`config.mk`:
```
export PLATFORM = sky130hd
export DESIGN_NAME = jet_select_and_rank_core
export DESIGN_NICKNAME = d
export VERILOG_FILES = /design/src/hdl/jsr_pkg.sv /design/src/hdl/jsr_ctrl.sv /design/src/hdl/jsr_dp.sv /design/src/hdl/jet_select_and_rank_core.sv
export SDC_FILE = /design/constraint.sdc
export NUM_CORES = 2
export LEC_CHECK = 0
export BUFFER_PORTS_ARGS = -buffer_cell sky130_fd_sc_hd__buf_2
export CELL_PAD_IN_SITES_DETAIL_PLACEMENT = 1
export CELL_PAD_IN_SITES_GLOBAL_PLACEMENT = 1
export CORE_MARGIN = 1
export CORE_UTILIZATION = 45
export DETAILED_ROUTE_END_ITERATION = 10
export PLACE_DENSITY = 0.7
export SLEW_MARGIN = 40
export SYNTH_ARGS = -nofsm -noshare
export SYNTH_HDL_FRONTEND = slang
export SYNTH_SLANG_ARGS = --single-unit
```
`constraint.sdc`:
```
create_clock -name clk -period 4.8 [get_ports clk]
set_input_delay 0.96 -clock clk [delete_from_list [all_inputs] [get_ports clk]]
set_output_delay 0.96 -clock clk [all_outputs]
set_load 0.03 [all_outputs]
```
`src/hdl/jsr_pkg.sv`:
```
`timescale 1ns / 1ps
// ----------------------------------------------------------------------------
// jsr_pkg: shared types and constants for the jet select and rank core
// Register indexes, reset values, controller command/status structs.
// ----------------------------------------------------------------------------
package jsr_pkg;

	localparam int MAX_JETS_DEF  = 16;
	localparam int KEY_WIDTH_DEF = 16;
	localparam int NUM_LISTS     = 4;
	localparam int RESULT_LIMIT  = 64;
	localparam int CFG_IDX_W     = 2;
	localparam int CFG_DATA_W    = 16;

	localparam logic [CFG_IDX_W-1:0] REG_PT_THR   = 2'd0;
	localparam logic [CFG_IDX_W-1:0] REG_ETA_THR  = 2'd1;
	localparam logic [CFG_IDX_W-1:0] REG_TAG_THR  = 2'd2;
	localparam logic [CFG_IDX_W-1:0] REG_MIN_TAG  = 2'd3;

	localparam logic [15:0] PT_THR_RST  = 16'd160;
	localparam logic [10:0] ETA_THR_RST = 11'd640;
	localparam logic [15:0] TAG_THR_RST = 16'd614;
	localparam logic [4:0]  MIN_TAG_RST = 5'd3;

	typedef enum logic [1:0] {
		ST_COLLECT = 2'b01,
		ST_EMIT    = 2'b10
	} state_t;

	// controller -> datapath
	typedef struct packed {
		logic insert;   // insert accepted jet
		logic clear;    // clear event state
		logic advance;  // step emit pointer
		logic emit_rst; // reset emit pointer
	} jsr_cmd_t;

	// datapath -> controller
	typedef struct packed {
		logic at_end;    // current pointer is final emitted entry
	} jsr_sts_t;

endpackage

```
`src/hdl/jsr_ctrl.sv`:
```
`timescale 1ns / 1ps
// ----------------------------------------------------------------------------
// jsr_ctrl: event controller
// Collects jets, then walks the stored lists onto the output stream.
// ----------------------------------------------------------------------------
module jsr_ctrl (
	input  logic               clk,
	input  logic               arst_n,
	input  logic               in_valid,
	input  logic               in_present,
	input  logic               in_last,
	output logic               in_ready,
	input  logic               out_ready,
	output logic               out_valid,
	input  jsr_pkg::jsr_sts_t  sts,
	output jsr_pkg::jsr_cmd_t  cmd
);
	import jsr_pkg::*;

	state_t state_q;
	logic   hold_q;    // output beat pending
	logic   acc;
	logic   ends;
	logic   take;

	assign in_ready  = (state_q == ST_COLLECT);
	assign acc       = in_valid && in_ready;
	assign ends      = !in_present || in_last;
	assign out_valid = hold_q;
	assign take      = hold_q && out_ready;

	always_comb begin
		cmd.insert   = acc && in_present;
		cmd.emit_rst = acc && ends;
		cmd.advance  = take && !sts.at_end;
		cmd.clear    = take && sts.at_end;
	end

	// sequence collect / emit
	always_ff @(posedge clk or negedge arst_n) begin
		if (!arst_n) begin
			state_q <= ST_COLLECT;
			hold_q  <= 1'b0;
		end else begin
			case (state_q)
				ST_COLLECT: begin
					if (acc && ends) begin
						state_q <= ST_EMIT;
						hold_q  <= 1'b1;
					end
				end
				ST_EMIT: begin
					if (take && sts.at_end) begin
						state_q <= ST_COLLECT;
						hold_q  <= 1'b0;
					end
				end
				default: begin
					state_q <= ST_COLLECT;
					hold_q  <= 1'b0;
				end
			endcase
		end
	end

	a_no_accept_emit: assert property (@(posedge clk) disable iff (!arst_n)
		state_q == ST_EMIT |-> !in_ready) else $error("input taken while emitting");
	a_valid_emit: assert property (@(posedge clk) disable iff (!arst_n)
		out_valid |-> state_q == ST_EMIT) else $error("output outside emit");
	a_hold: assert property (@(posedge clk) disable iff (!arst_n)
		out_valid && !out_ready |=> out_valid) else $error("beat dropped");

endmodule

```
`src/hdl/jsr_dp.sv`:
```
`timescale 1ns / 1ps
// ----------------------------------------------------------------------------
// jsr_dp: sorting cell chains and emit pointer
// Four chains of sorting cells insert one jet per cycle while collecting; a pointer walks them.
// ----------------------------------------------------------------------------
module jsr_dp #(
	parameter int MAX_JETS  = jsr_pkg::MAX_JETS_DEF,
	parameter int KEY_WIDTH = jsr_pkg::KEY_WIDTH_DEF
) (
	input  logic               clk,
	input  logic               arst_n,
	input  jsr_pkg::jsr_cmd_t  cmd,
	output jsr_pkg::jsr_sts_t  sts,
	input  logic [15:0]        pt_thr,
	input  logic [10:0]        eta_thr,
	input  logic signed [15:0] tag_thr,
	input  logic [4:0]         min_tag,
	input  logic [15:0]        pt,
	input  logic signed [11:0] eta,
	input  logic signed [15:0] csv,
	input  logic signed [15:0] cmva,
	output logic [1:0]         list_id,
	output logic [3:0]         rank,
	output logic [3:0]         jet_index,
	output logic               entry_valid,
	output logic [4:0]         tagged_count,
	output logic               event_pass,
	output logic               overflow
);
	import jsr_pkg::*;

	localparam int IW = $clog2(MAX_JETS);
	localparam int PW = $clog2(MAX_JETS + 1);
	localparam int LS = 1 << IW;
	localparam int NE = NUM_LISTS * LS;
	localparam int EW = $clog2(NE);
	localparam int NR = NUM_LISTS * MAX_JETS;
	localparam int CW = $clog2(NR + 1);
	localparam int RL = (NR < RESULT_LIMIT) ? NR : RESULT_LIMIT;

	logic [KEY_WIDTH-1:0] key_q   [NUM_LISTS][MAX_JETS];
	logic [IW-1:0]        jet_q   [NUM_LISTS][MAX_JETS];
	logic [MAX_JETS-1:0]  valid_q [NUM_LISTS];
	logic [PW-1:0]        pos_q;
	logic [4:0]           tcnt_q;
	logic                 ovf_q;
	logic [EW-1:0]        ptr_q;
	logic [CW-1:0]        sent_q;

	// jet qualification
	logic [11:0]          aeta;
	logic                 room, central, is_btag;
	logic [NUM_LISTS-1:0] ins;
	logic [KEY_WIDTH-1:0] key [NUM_LISTS];

	function automatic logic [KEY_WIDTH-1:0] sat16(input logic [15:0] v);
		logic [31:0] w;
		logic [31:0] mx;
		w  = {16'd0, v};
		mx = (32'd1 << KEY_WIDTH) - 32'd1;
		sat16 = (w > mx) ? mx[KEY_WIDTH-1:0] : w[KEY_WIDTH-1:0];
	endfunction

	assign aeta    = eta[11] ? 12'(-eta) : 12'(eta);
	assign room    = pos_q < PW'(MAX_JETS);
	assign central = aeta < {1'b0, eta_thr};
	assign is_btag = central && (pt > pt_thr) && (csv > tag_thr);
	assign ins[0]  = cmd.insert && room && central;
	assign ins[1]  = cmd.insert && room && is_btag;
	assign ins[2]  = ins[1] && (csv > 16'sd0);
	assign ins[3]  = ins[1] && (cmva > 16'sd0);
	assign key[0]  = sat16(pt);
	assign key[1]  = sat16(pt);
	assign key[2]  = sat16(csv);
	assign key[3]  = sat16(cmva);

	// sorting cell chains: each cell decides from its own and its neighbor, plus a chain-wide equal-key hit
	genvar l, c;
	generate
		for (l = 0; l < NUM_LISTS; l++) begin : g_list
			logic [MAX_JETS-1:0] ge;   // cell key strictly above new key
			logic [MAX_JETS-1:0] eq;
			for (c = 0; c < MAX_JETS; c++) begin : g_cell
				assign ge[c] = valid_q[l][c] && (key_q[l][c] > key[l]);
				assign eq[c] = valid_q[l][c] && (key_q[l][c] == key[l]);
			end
			logic hit;
			assign hit = |(eq & ~ge);
			for (c = 0; c < MAX_JETS; c++) begin : g_upd
				logic                 prev_ge;
				logic                 prev_v;
				logic [KEY_WIDTH-1:0] prev_key;
				logic [IW-1:0]        prev_jet;
				if (c == 0) begin : g_f
					assign prev_ge  = 1'b1;
					assign prev_v   = 1'b0;
					assign prev_key = '0;
					assign prev_jet = '0;
				end else begin : g_n
					assign prev_ge  = ge[c-1];
					assign prev_v   = valid_q[l][c-1];
					assign prev_key = key_q[l][c-1];
					assign prev_jet = jet_q[l][c-1];
				end
				always_ff @(posedge clk or negedge arst_n) begin
					if (!arst_n) begin
						valid_q[l][c] <= 1'b0;
					end else if (cmd.clear) begin
						valid_q[l][c] <= 1'b0;
					end else if (ins[l] && !ge[c]) begin
						if (hit) begin
							// equal key replaces index only
						end else if (!prev_ge) begin
							valid_q[l][c] <= prev_v;
						end else begin
							valid_q[l][c] <= 1'b1;
						end
					end
				end
				always_ff @(posedge clk) begin
					if (ins[l] && !ge[c]) begin
						if (hit) begin
							if (eq[c]) jet_q[l][c] <= pos_q[IW-1:0];
						end else if (!prev_ge) begin
							key_q[l][c] <= prev_key;
							jet_q[l][c] <= prev_jet;
						end else begin
							key_q[l][c] <= key[l];
							jet_q[l][c] <= pos_q[IW-1:0];
						end
					end
				end
			end
		end
	endgenerate

	// counters
	always_ff @(posedge clk or negedge arst_n) begin
		if (!arst_n) begin
			pos_q  <= '0;
			tcnt_q <= '0;
			ovf_q  <= 1'b0;
		end else if (cmd.clear) begin
			pos_q  <= '0;
			tcnt_q <= '0;
			ovf_q  <= 1'b0;
		end else if (cmd.insert) begin
			if (!room) begin
				ovf_q <= 1'b1;
			end else begin
				pos_q <= pos_q + PW'(1);
				if (is_btag && tcnt_q != 5'd31) tcnt_q <= tcnt_q + 5'd1;
			end
		end
	end

	// emit pointer: list in the upper bits, rank in the lower bits
	logic [NE-1:0] vflat;
	logic [EW-1:0] first_v, next_v, cur;
	logic          has_next;
	always_comb begin
		vflat = '0;
		for (int i = 0; i < NUM_LISTS; i++)
			for (int j = 0; j < MAX_JETS; j++)
				vflat[i * LS + j] = valid_q[i][j];
	end
	always_comb begin
		first_v = '0;
		for (int i = NE - 1; i >= 0; i--) begin
			if (vflat[i]) first_v = EW'(i);
		end
	end

	// pointer starts at the first valid entry
	assign cur = (sent_q == '0) ? first_v : ptr_q;

	// find next valid entry after the current one
	always_comb begin
		next_v   = '0;
		has_next = 1'b0;
		for (int i = NE - 1; i >= 0; i--) begin
			if (vflat[i] && i > int'(cur)) begin
				next_v   = EW'(i);
				has_next = 1'b1;
			end
		end
	end

	always_ff @(posedge clk or negedge arst_n) begin
		if (!arst_n) begin
			ptr_q  <= '0;
			sent_q <= '0;
		end else if (cmd.emit_rst) begin
			ptr_q  <= '0;
			sent_q <= '0;
		end else if (cmd.advance) begin
			ptr_q  <= next_v;
			sent_q <= sent_q + CW'(1);
		end
	end

	assign sts.at_end    = !(|vflat) || (sent_q == CW'(RL - 1)) || !has_next;

	assign entry_valid  = |vflat;
	assign list_id      = entry_valid ? 2'(cur[EW-1:IW]) : 2'd0;
	assign rank         = entry_valid ? 4'(cur[IW-1:0]) : 4'd0;
	assign jet_index    = entry_valid ? 4'(jet_q[cur[EW-1:IW]][cur[IW-1:0]]) : 4'd0;
	assign tagged_count = tcnt_q;
	assign event_pass   = tcnt_q >= min_tag;
	assign overflow     = ovf_q;

	a_cnt: assert property (@(posedge clk) disable iff (!arst_n)
		ovf_q |-> pos_q == PW'(MAX_JETS)) else $error("overflow before full");
	a_clr: assert property (@(posedge clk) disable iff (!arst_n)
		cmd.clear |=> pos_q == '0 && tcnt_q == '0) else $error("clear missed");
	a_sub: assert property (@(posedge clk) disable iff (!arst_n)
		(valid_q[1] != '0) |-> (valid_q[0] != '0)) else $error("tagged without central");

endmodule

```
`src/hdl/jet_select_and_rank_core.sv`:
```
`timescale 1ns / 1ps
// Latency: a result stream starts the cycle after the event's final item is taken.
// Throughput: one jet per cycle while collecting; then one result beat per cycle while the
// output is ready, one beat per stored entry (at least one), while no input is taken.
// Insertion is a single pass through each chain of sorting cells.
// Reset: arst_n clears lists, counters and flags; registers return to defaults.
// ----------------------------------------------------------------------------
// jet_select_and_rank_core: jet selection and ranking, top level
// Config registers, controller and sorting datapath.
// ----------------------------------------------------------------------------
module jet_select_and_rank_core #(
	parameter int MAX_JETS  = jsr_pkg::MAX_JETS_DEF,
	parameter int KEY_WIDTH = jsr_pkg::KEY_WIDTH_DEF
) (
	input  logic                          clk,
	input  logic                          arst_n,
	input  logic                          cfg_we,
	input  logic [jsr_pkg::CFG_IDX_W-1:0] cfg_index,
	input  logic [jsr_pkg::CFG_DATA_W-1:0] cfg_data,
	input  logic                          s_axis_tvalid,
	output logic                          s_axis_tready,
	// tdata: pt[15:0], eta[27:16], csv_tag[43:28], cmva_tag[59:44], zeros
	input  logic [63:0]                   s_axis_tdata,
	input  logic                          s_axis_tuser,  // jet_present
	input  logic                          s_axis_tlast,
	output logic                          m_axis_tvalid,
	input  logic                          m_axis_tready,
	// tdata: rank[3:0], jet_index[7:4], entry_valid[8], tagged_count[13:9],
	// event_pass[14], overflow[15]
	output logic [15:0]                   m_axis_tdata,
	output logic [1:0]                    m_axis_tuser,  // list_id
	output logic                          m_axis_tlast
);
	import jsr_pkg::*;

	logic [15:0] pt_thr_q;
	logic [10:0] eta_thr_q;
	logic [15:0] tag_thr_q;
	logic [4:0]  min_tag_q;
	jsr_cmd_t    cmd;
	jsr_sts_t    sts;
	logic [3:0]  rank, jidx;
	logic        ev, pass, ovf;
	logic [4:0]  tcnt;

	// write configuration
	always_ff @(posedge clk or negedge arst_n) begin
		if (!arst_n) begin
			pt_thr_q  <= PT_THR_RST;
			eta_thr_q <= ETA_THR_RST;
			tag_thr_q <= TAG_THR_RST;
			min_tag_q <= MIN_TAG_RST;
		end else if (cfg_we) begin
			case (cfg_index)
				REG_PT_THR:  pt_thr_q  <= cfg_data;
				REG_ETA_THR: eta_thr_q <= cfg_data[10:0];
				REG_TAG_THR: tag_thr_q <= cfg_data;
				REG_MIN_TAG: min_tag_q <= cfg_data[4:0];
				default: ;
			endcase
		end
	end

	jsr_ctrl u_ctrl (
		.clk       (clk),
		.arst_n    (arst_n),
		.in_valid  (s_axis_tvalid),
		.in_present(s_axis_tuser),
		.in_last   (s_axis_tlast),
		.in_ready  (s_axis_tready),
		.out_ready (m_axis_tready),
		.out_valid (m_axis_tvalid),
		.sts       (sts),
		.cmd       (cmd)
	);

	jsr_dp #(.MAX_JETS(MAX_JETS), .KEY_WIDTH(KEY_WIDTH)) u_dp (
		.clk         (clk),
		.arst_n      (arst_n),
		.cmd         (cmd),
		.sts         (sts),
		.pt_thr      (pt_thr_q),
		.eta_thr     (eta_thr_q),
		.tag_thr     (tag_thr_q),
		.min_tag     (min_tag_q),
		.pt          (s_axis_tdata[15:0]),
		.eta         (s_axis_tdata[27:16]),
		.csv         (s_axis_tdata[43:28]),
		.cmva        (s_axis_tdata[59:44]),
		.list_id     (m_axis_tuser),
		.rank        (rank),
		.jet_index   (jidx),
		.entry_valid (ev),
		.tagged_count(tcnt),
		.event_pass  (pass),
		.overflow    (ovf)
	);

	assign m_axis_tdata = {ovf, pass, tcnt, ev, jidx, rank};
	assign m_axis_tlast = sts.at_end;

endmodule

```
Word-level counts from Yosys, hierarchy flattened
Memories as Yosys holds them, arrays and structs flattened.
Cells that the tools add are included.
{"block": "word_totals", "regBits": 139, "ramBits": 1280, "in_bits": 89, "out_inout_bits": 21, "wordCells": 2376, "n_memories": 2}
{"block": "classes", "n_addsub": 4, "order_cmp": 135, "n_eq_ne": 78, "mux": 1402, "bitwise": 193, "reduce_logical": 487}
{"memory": "u_dp.key_q", "words": 4, "word_bits": 256, "rd": 4, "rd_ports_with_merged_regs": 0, "wr": 4, "line_no": "jsr_dp.sv:41", "source": "logic [KEY_WIDTH-1:0] key_q [NUM_LISTS][MAX_JETS];"}
{"memory": "u_dp.jet_q", "words": 4, "word_bits": 64, "rd": 5, "rd_ports_with_merged_regs": 0, "wr": 4, "line_no": "jsr_dp.sv:42", "source": "logic [IW-1:0] jet_q [NUM_LISTS][MAX_JETS];"}
{"op": "2-to-1 mux 1 bit", "count": 1068}
{"op": "> comparator 16 bit", "count": 66}
{"op": "== test 16 bit", "count": 64}
{"op": "2-to-1 mux 16 bit", "count": 60}
{"op": "2-to-1 mux 6 bit", "count": 130}
{"op": "2-to-1 mux 4 bit", "count": 128}
{"op": "logical AND 1 bit", "count": 269}
{"op": "> comparator 6 bit, first input constant", "count": 32}
{"op": "bitwise OR 1 bit", "count": 184}
{"op": "AND reduction 2 bit", "count": 71}
{"op": "nonzero test 2 bit", "count": 68}
{"op": "> comparator 5 x 6 -> 1 bit, first input constant", "count": 16}
{"op": "logical NOT 1 bit", "count": 68}
{"op": "bitwise AND 16 bit", "count": 4}
{"op": "NOT 16 bit", "count": 4}
{"op": "OR reduction 16 bit", "count": 4}
{"op": "OR reduction 64 bit", "count": 1}
{"op": "> comparator 4 x 6 -> 1 bit, first input constant", "count": 8}
{"op": "2-to-1 mux 5 bit", "count": 7}
{"op": "> comparator 16 x 1 -> 1 bit, second input constant", "count": 2}
{"op": "> comparator 3 x 6 -> 1 bit, first input constant", "count": 4}
{"op": "binary-select mux 4 bit (select 4 bit)", "count": 1}
{"op": "2-to-1 mux 7 bit", "count": 2}
{"op": "inequality test 2 bit, second input constant", "count": 7}
{"op": "other kinds (22)", "count": 31}

Depth between registers and ports, before layout
{"block": "logic_depth", "ltp_word": 136, "depth_mapped": 21, "depth_no_buf": 18}

Modules after synthesis
Synthesis repeated with hierarchy kept, for this count alone.
{"block": "hier_totals", "hier_cells": 7453, "hier_area_um2": 89699.8}
{"module": "jsr_dp", "instances": 1, "cells_per_inst": 7334, "area_each_um2": 87724.1, "seq_area_each_um2": 40639.0}
{"module": "jet_select_and_rank_core", "instances": 1, "cells_per_inst": 106, "area_each_um2": 1850.5, "seq_area_each_um2": 1214.9}
{"module": "jsr_ctrl", "instances": 1, "cells_per_inst": 13, "area_each_um2": 125.1, "seq_area_each_um2": 51.3}

Worst setup path before layout
OpenSTA, ideal clock, no wires.
{"block": "synth_path", "path_kind": "input to register", "startpoint": "in s_axis_tdata[17]", "endpoint": "mem u_dp.key_q[1][374] (netlist bit) (data pin)", "setup_ns": 0.260, "arrival_time_ns": 5.972, "setup_slack_ns": -1.432, "path_stages": 19, "n_path_buf": 2, "cell_sequence": "inv_1 > ha_1 > nand2_1 > or3_1 > or3_1 > nand2_1 > xnor2_1 > ha_1 > a21oi_1 > nor2b_1 > o21ai_0 > nand4b_1 > a211oi_2 > nand4_1 > clkbuf_1 > nor3_1 > nand2_1 > clkbuf_1 > mux2_2"}
{"element": "start, declared", "line_no": "jet_select_and_rank_core.sv:23", "source": "input logic [63:0] s_axis_tdata,"}
{"element": "end, declared", "line_no": "jsr_dp.sv:41"}

Worst setup path after layout
{"block": "layout_path", "startpoint": "reg u_dp.valid_q[47] (netlist bit)", "endpoint": "out m_axis_tdata[5]"}
{"block": "layout_between", "elab_chain_cells": 38, "elab_cells_between_ends": 40, "cone_classes": "37 x mux; 1 x bitwise; 1 x reduce/logical; 1 x memory"}
{"element": "start, declared", "line_no": "jsr_dp.sv:43", "source": "logic [MAX_JETS-1:0] valid_q [NUM_LISTS];"}
{"element": "start signal, assigned by index", "line_no": "jsr_dp.sv:114", "source": "valid_q[l][c] <= prev_v;"}
{"element": "2-to-1 mux 6 bit (32 in series)", "line_no": "jsr_dp.sv:170", "source": "if (vflat[i]) first_v = EW'(i);"}
{"element": "2-to-1 mux 6 bit", "line_no": "jsr_dp.sv:175", "source": "assign cur = (sent_q == '0) ? first_v : ptr_q;"}
{"element": "memory read (4 x 64 bit) or NOT 4 -> 5 bit (tied branches)"}
{"element": "binary-select mux 4 bit (select 4 bit)", "line_no": "jsr_dp.sv:207", "source": "assign jet_index = entry_valid ? 4'(jet_q[cur[EW-1:IW]][cur[IW-1:0]]) : 4'd0;"}
{"element": "2-to-1 mux 4 bit (implied by the code) (2 in series)", "line_no": "jsr_dp.sv:207"}
{"element": "2-to-1 mux 4 bit (*)", "line_no": "jsr_dp.sv:207"}
{"element": "end, declared", "line_no": "jet_select_and_rank_core.sv:30", "source": "output logic [15:0] m_axis_tdata,"}
Mark *: on every way between the ends. The rest lies on a longest branch, timed or not. The select of a mux whose other input is x is not followed.

==> impl_results.rst <==
.. list-table::
   :header-rows: 1

   * - Metric
     - Value
   * - Result of the run
     - finished with violations
   * - Violated checks
     - setup timing
   * - Summed instance area of the synthesized netlist
     - 0.0903 sq mm
   * - Via-to-Cell Ratio
     - ~6.1
   * - Total negative setup slack
     - -10.85 ns
   * - CTS tree
     - built
   * - Gpl congestion
     - 0.990
   * - Fin Clk Skew
     - between 0.03 and 0.04 ns
   * - Remaining global-route overflow
     - 0
   * - Vias after detailed routing
     - roughly 70000
   * - Hold Path Class
     - in -> reg
   * - Slew Viols, Final
     - 0
   * - Horizontal extent of the die
     - 450 um
   * - Final core utilization
     - 0.558
   * - Std-Cell Rows
     - around 160
   * - RSZ-0062 raised after global routing
     - yes
   * - Clk Latency, worst-skew pair
     - around 0.86 ns
   * - Post-Synthesis Mean Instance Area
     - ~12 sq um
   * - Post-synthesis cell type with the largest combined area
     - sky130_fd_sc_hd__edfxtp_1
   * - Adder-Cell Fraction of Synth Area
     - 0.149
   * - Kind of capture point of the worst setup path
     - output port
   * - Number of enable flip-flop cells after synthesis
     - between 1000 and 1500
   * - Post-synthesis share of cell area spent on xor and xnor gates
     - 0.00136
   * - Fraction of final layout cells with drive strength greater than 1
     - 0.335
   * - Post-Route WL
     - between 300000 and 400000 um
   * - Synthesis-to-layout area growth
     - 23.3%
   * - Core ar.
     - 0.200 sq mm
   * - Master cell of the clock root buffer
     - sky130_fd_sc_hd__clkbuf_16
   * - Total of flip-flops plus latches after synthesis
     - around 1400
   * - Fraction of synthesized area in multiplexers
     - 0.148
   * - Number of H-tree branching levels
     - 4
   * - Cell with the most instances after synthesis
     - sky130_fd_sc_hd__edfxtp_1
   * - Simple-gate area share of the yosys netlist
     - 0.102
   * - Final worst slack
     - -1.08 ns
   * - Clock buffers created by TritonCTS
     - 168
   * - Final HPWL DP
     - approximately 240000 um
   * - Largest net degree at the start of global routing
     - between 90 and 100
   * - Initial antenna violation count
     - 5
   * - Synthesized-area fraction occupied by ao, oa, aoi and oai cells
     - 0.109
   * - Number of max-capacitance violations reported
     - 0
   * - Top area cells in the synthesized netlist
     - sky130_fd_sc_hd__edfxtp_1 (43%), sky130_fd_sc_hd__ha_1 (15%), sky130_fd_sc_hd__mux2_2 (14%)
   * - Overall global routing resource usage
     - 0.311
   * - Buffer levels on the longest clock path
     - 3
   * - CP Max Fanout
     - 11
   * - Max Clock Freq
     - about 170 MHz
   * - Post-route antenna net violation count
     - 0
   * - Static leakage
     - approximately 45 nW
   * - Normalized max-slew margin
     - 0.445
   * - DR iter-0 viols
     - about 5000
   * - Cell variety after synth
     - 110
   * - Critical path class
     - reg -> out
   * - Number of hold violations in the final report
     - 0
   * - Final min period
     - approximately 5.9 ns
   * - Die Span Y
     - between 400 and 500 um
   * - Portion of synthesized cell area occupied by the leading cell type
     - 0.425
   * - Initial core utilization
     - 0.452
   * - Pin slew with the least headroom to its limit
     - approximately 0.8 ns
   * - Clock tree sinks
     - roughly 1400
   * - Area of the die
     - just over 0.2 sq mm
   * - Part of the cycle the worst path needs
     - 1.23
   * - Syn Nets
     - a little under 9000
   * - Share of the yosys chip area belonging to registers
     - 0.464
   * - Number of top-level design ports
     - 110
   * - Net total in the final layout
     - slightly below 10000
   * - First-pass GRT wire length
     - around 480000 um
   * - Final Setup Violations
     - between 60 and 70
   * - Share of flip-flops with an asynchronous set or reset after synthesis
     - 0.0973
   * - Gate count after technology mapping
     - 7533
   * - Avg WL per Cell
     - ~28 um
   * - Power per standard cell area
     - 391 mW/mm^2
   * - Synth top cells by count
     - sky130_fd_sc_hd__edfxtp_1 (1280), sky130_fd_sc_hd__mux2_2 (1142), sky130_fd_sc_hd__ha_1 (1077)
   * - Critical path data required time
     - between 3 and 4 ns
   * - Maximum resistive drop on vdd
     - about 0.45 mV
   * - Clk pin slew, worst setup/hold paths
     - 0.06 ns
   * - Dominant combinational cell family by area after synthesis
     - adder cells
   * - Count of TritonRoute iterations in the first routing pass
     - 5
   * - Fillers
     - around 20000
   * - Signal arrival time at the worst endpoint
     - approximately 4.9 ns
   * - CP startpoint kind
     - flip-flop
   * - Number of buffers added on ports
     - approximately 110
   * - Number of global-route vias before repair
     - between 70000 and 80000
   * - Syn. warnings
     - 0
   * - Remaining DRCs
     - 0
   * - Primary flip-flop cell chosen by synthesis mapping
     - sky130_fd_sc_hd__edfxtp_1
[final timing paths]
check	start	end	slack (ns)	cells after the start
min in group asynchronous	arst_n	u_dp.tagged_count[0]	0.58	2
min	cfg_data[12]	pt_thr_q[12]	0.37	3
max reg2reg	u_dp.sent_q[1]	u_dp.g_list[2].g_upd[9].prev_v	-0.13	22
max	u_dp.valid_q[47]	m_axis_tdata[5]	-1.08	15
max in group asynchronous	arst_n	pt_thr_q[7]	3.50	3
min reg2reg	u_dp.overflow	u_dp.overflow	0.51	2
[metal layers]
metal / up-vias / share of wire / global-route usage
met5: - / 0.000040 / 0
met4: 2 / 0.046 / 0.128
li1: 31200 / - / -
met3: 670 / 0.060 / 0.0488
met2: 2182 / 0.49 / 0.528
met1: 35800 / 0.41 / 0.393
[metrics by stage]
stage	setup slack, ns	instance area (sq um)	cells	hold slack, ns	total power [mW]
6_report	-1.08	111000	11400	0.368	43.6
4_1_cts	-1.03	110000	11300	0.176	42.6
3_3_place_gp	-0.671	104000	11000	0.480	28.3
2_1_floorplan	-0.621	91700	7533	0.464	22.1
3_5_place_dp	-0.726	104000	11000	0.487	28.8
5_1_grt	-1.14	111000	11400	0.368	44.9
[worst max-delay path: stages (launching register included)]
cell and delay [ns]:
sky130_fd_sc_hd__dfrtp_1 0.40, sky130_fd_sc_hd__or4_4 0.60, sky130_fd_sc_hd__or4b_4 0.62, sky130_fd_sc_hd__a21oi_4 0.23, sky130_fd_sc_hd__buf_12 0.15, sky130_fd_sc_hd__o21a_4 0.21, sky130_fd_sc_hd__buf_4 0.21, sky130_fd_sc_hd__buf_4 0.16
sky130_fd_sc_hd__nand2_1 0.08, sky130_fd_sc_hd__nand3_1 0.27, sky130_fd_sc_hd__a311oi_2 0.17, sky130_fd_sc_hd__a311o_1 0.30, sky130_fd_sc_hd__o311a_1 0.18, sky130_fd_sc_hd__nor3_2 0.20, sky130_fd_sc_hd__buf_6 0.17, sky130_fd_sc_hd__buf_6 0.14
[placed cells by master, fill, tap and decap left out, drive strengths merged, types with 62 or more instances in the layout]
cell type	Yosys	layout
o21a	370	371
a21oi	212	212
nand3	183	183
edfxtp	1280	1280
buf	73	1215
nor3	106	106
nand2b	90	90
a211oi	77	77
nor2	309	309
ha	1077	1077
nor2b	127	127
clkinv	0	62
inv	236	239
mux2	1142	1142
clkbuf	288	229
o21ai	251	251
dfrtp	126	126
nor4	76	76
nand4	271	271
a21o	208	208
nand2	479	479
[what timing repair did]
item                                   in CTS  in global routing
gates cloned                                8                  9
setup buffers                              27                 44
hold buffers                                0                  1
endpoints found under the hold margin       0                 20
setup endpoints to repair                  96                 96
gates resized for setup                   132                151
pin swaps                                  40                 64
[power breakdown]
group          switching (mW)  internal [mW]  total [mW]  leakage (nW)
Sequential              0.626           14.7        15.3          13.1
Combinational            8.66           6.51        15.2          29.2
Clock                    5.56           7.56        13.1          2.70
Total                    14.8           28.8        43.6          45.0
[flip-flops by register name, summed over array words and instances, names as in the netlist]
signal and count:
min_tag_q 5, u_dp.pos_q 5, u_dp.sent_q 7, u_dp.jet_q 256, eta_thr_q 11, u_ctrl.state_q 1
u_ctrl.out_valid 1, u_dp.g_list.g_upd.prev_v 60, u_dp.valid_q 4, u_dp.ptr_q 6, tag_thr_q 16, pt_thr_q 16
u_dp.overflow 1, u_dp.tagged_count 5, u_dp.key_q 1024
[kinds of logic (layout without fill, tap and decap cells)]
| family | after synthesis | in the layout |
|---|---|---|
| other | 0 | 1 |
| AO/OA/AOI/OAI | 1422 | 1424 |
| flip-flops | 1418 | 1418 |
| buffers and inverters | 597 | 1770 |
| XOR/XNOR | 14 | 14 |
| adder cells (fa/ha/maj) | 1078 | 1078 |
| multiplexers | 1197 | 1197 |
| AND/OR/NAND/NOR | 1807 | 1807 |
[layout make-up]
type	count	area (sq um)	area share
repair buffers	1225	11700	0.105
diodes	1	2.50	0.0000225
multi-input cells	5520	48000	0.431
well taps	2656	3320	0.0298
clock buffers	222	4500	0.0404
inverters	236	911	0.00818
clock inverters	87	1080	0.00967
flip-flops and latches	1418	41900	0.376
Power figures use the tool's default switching activity.
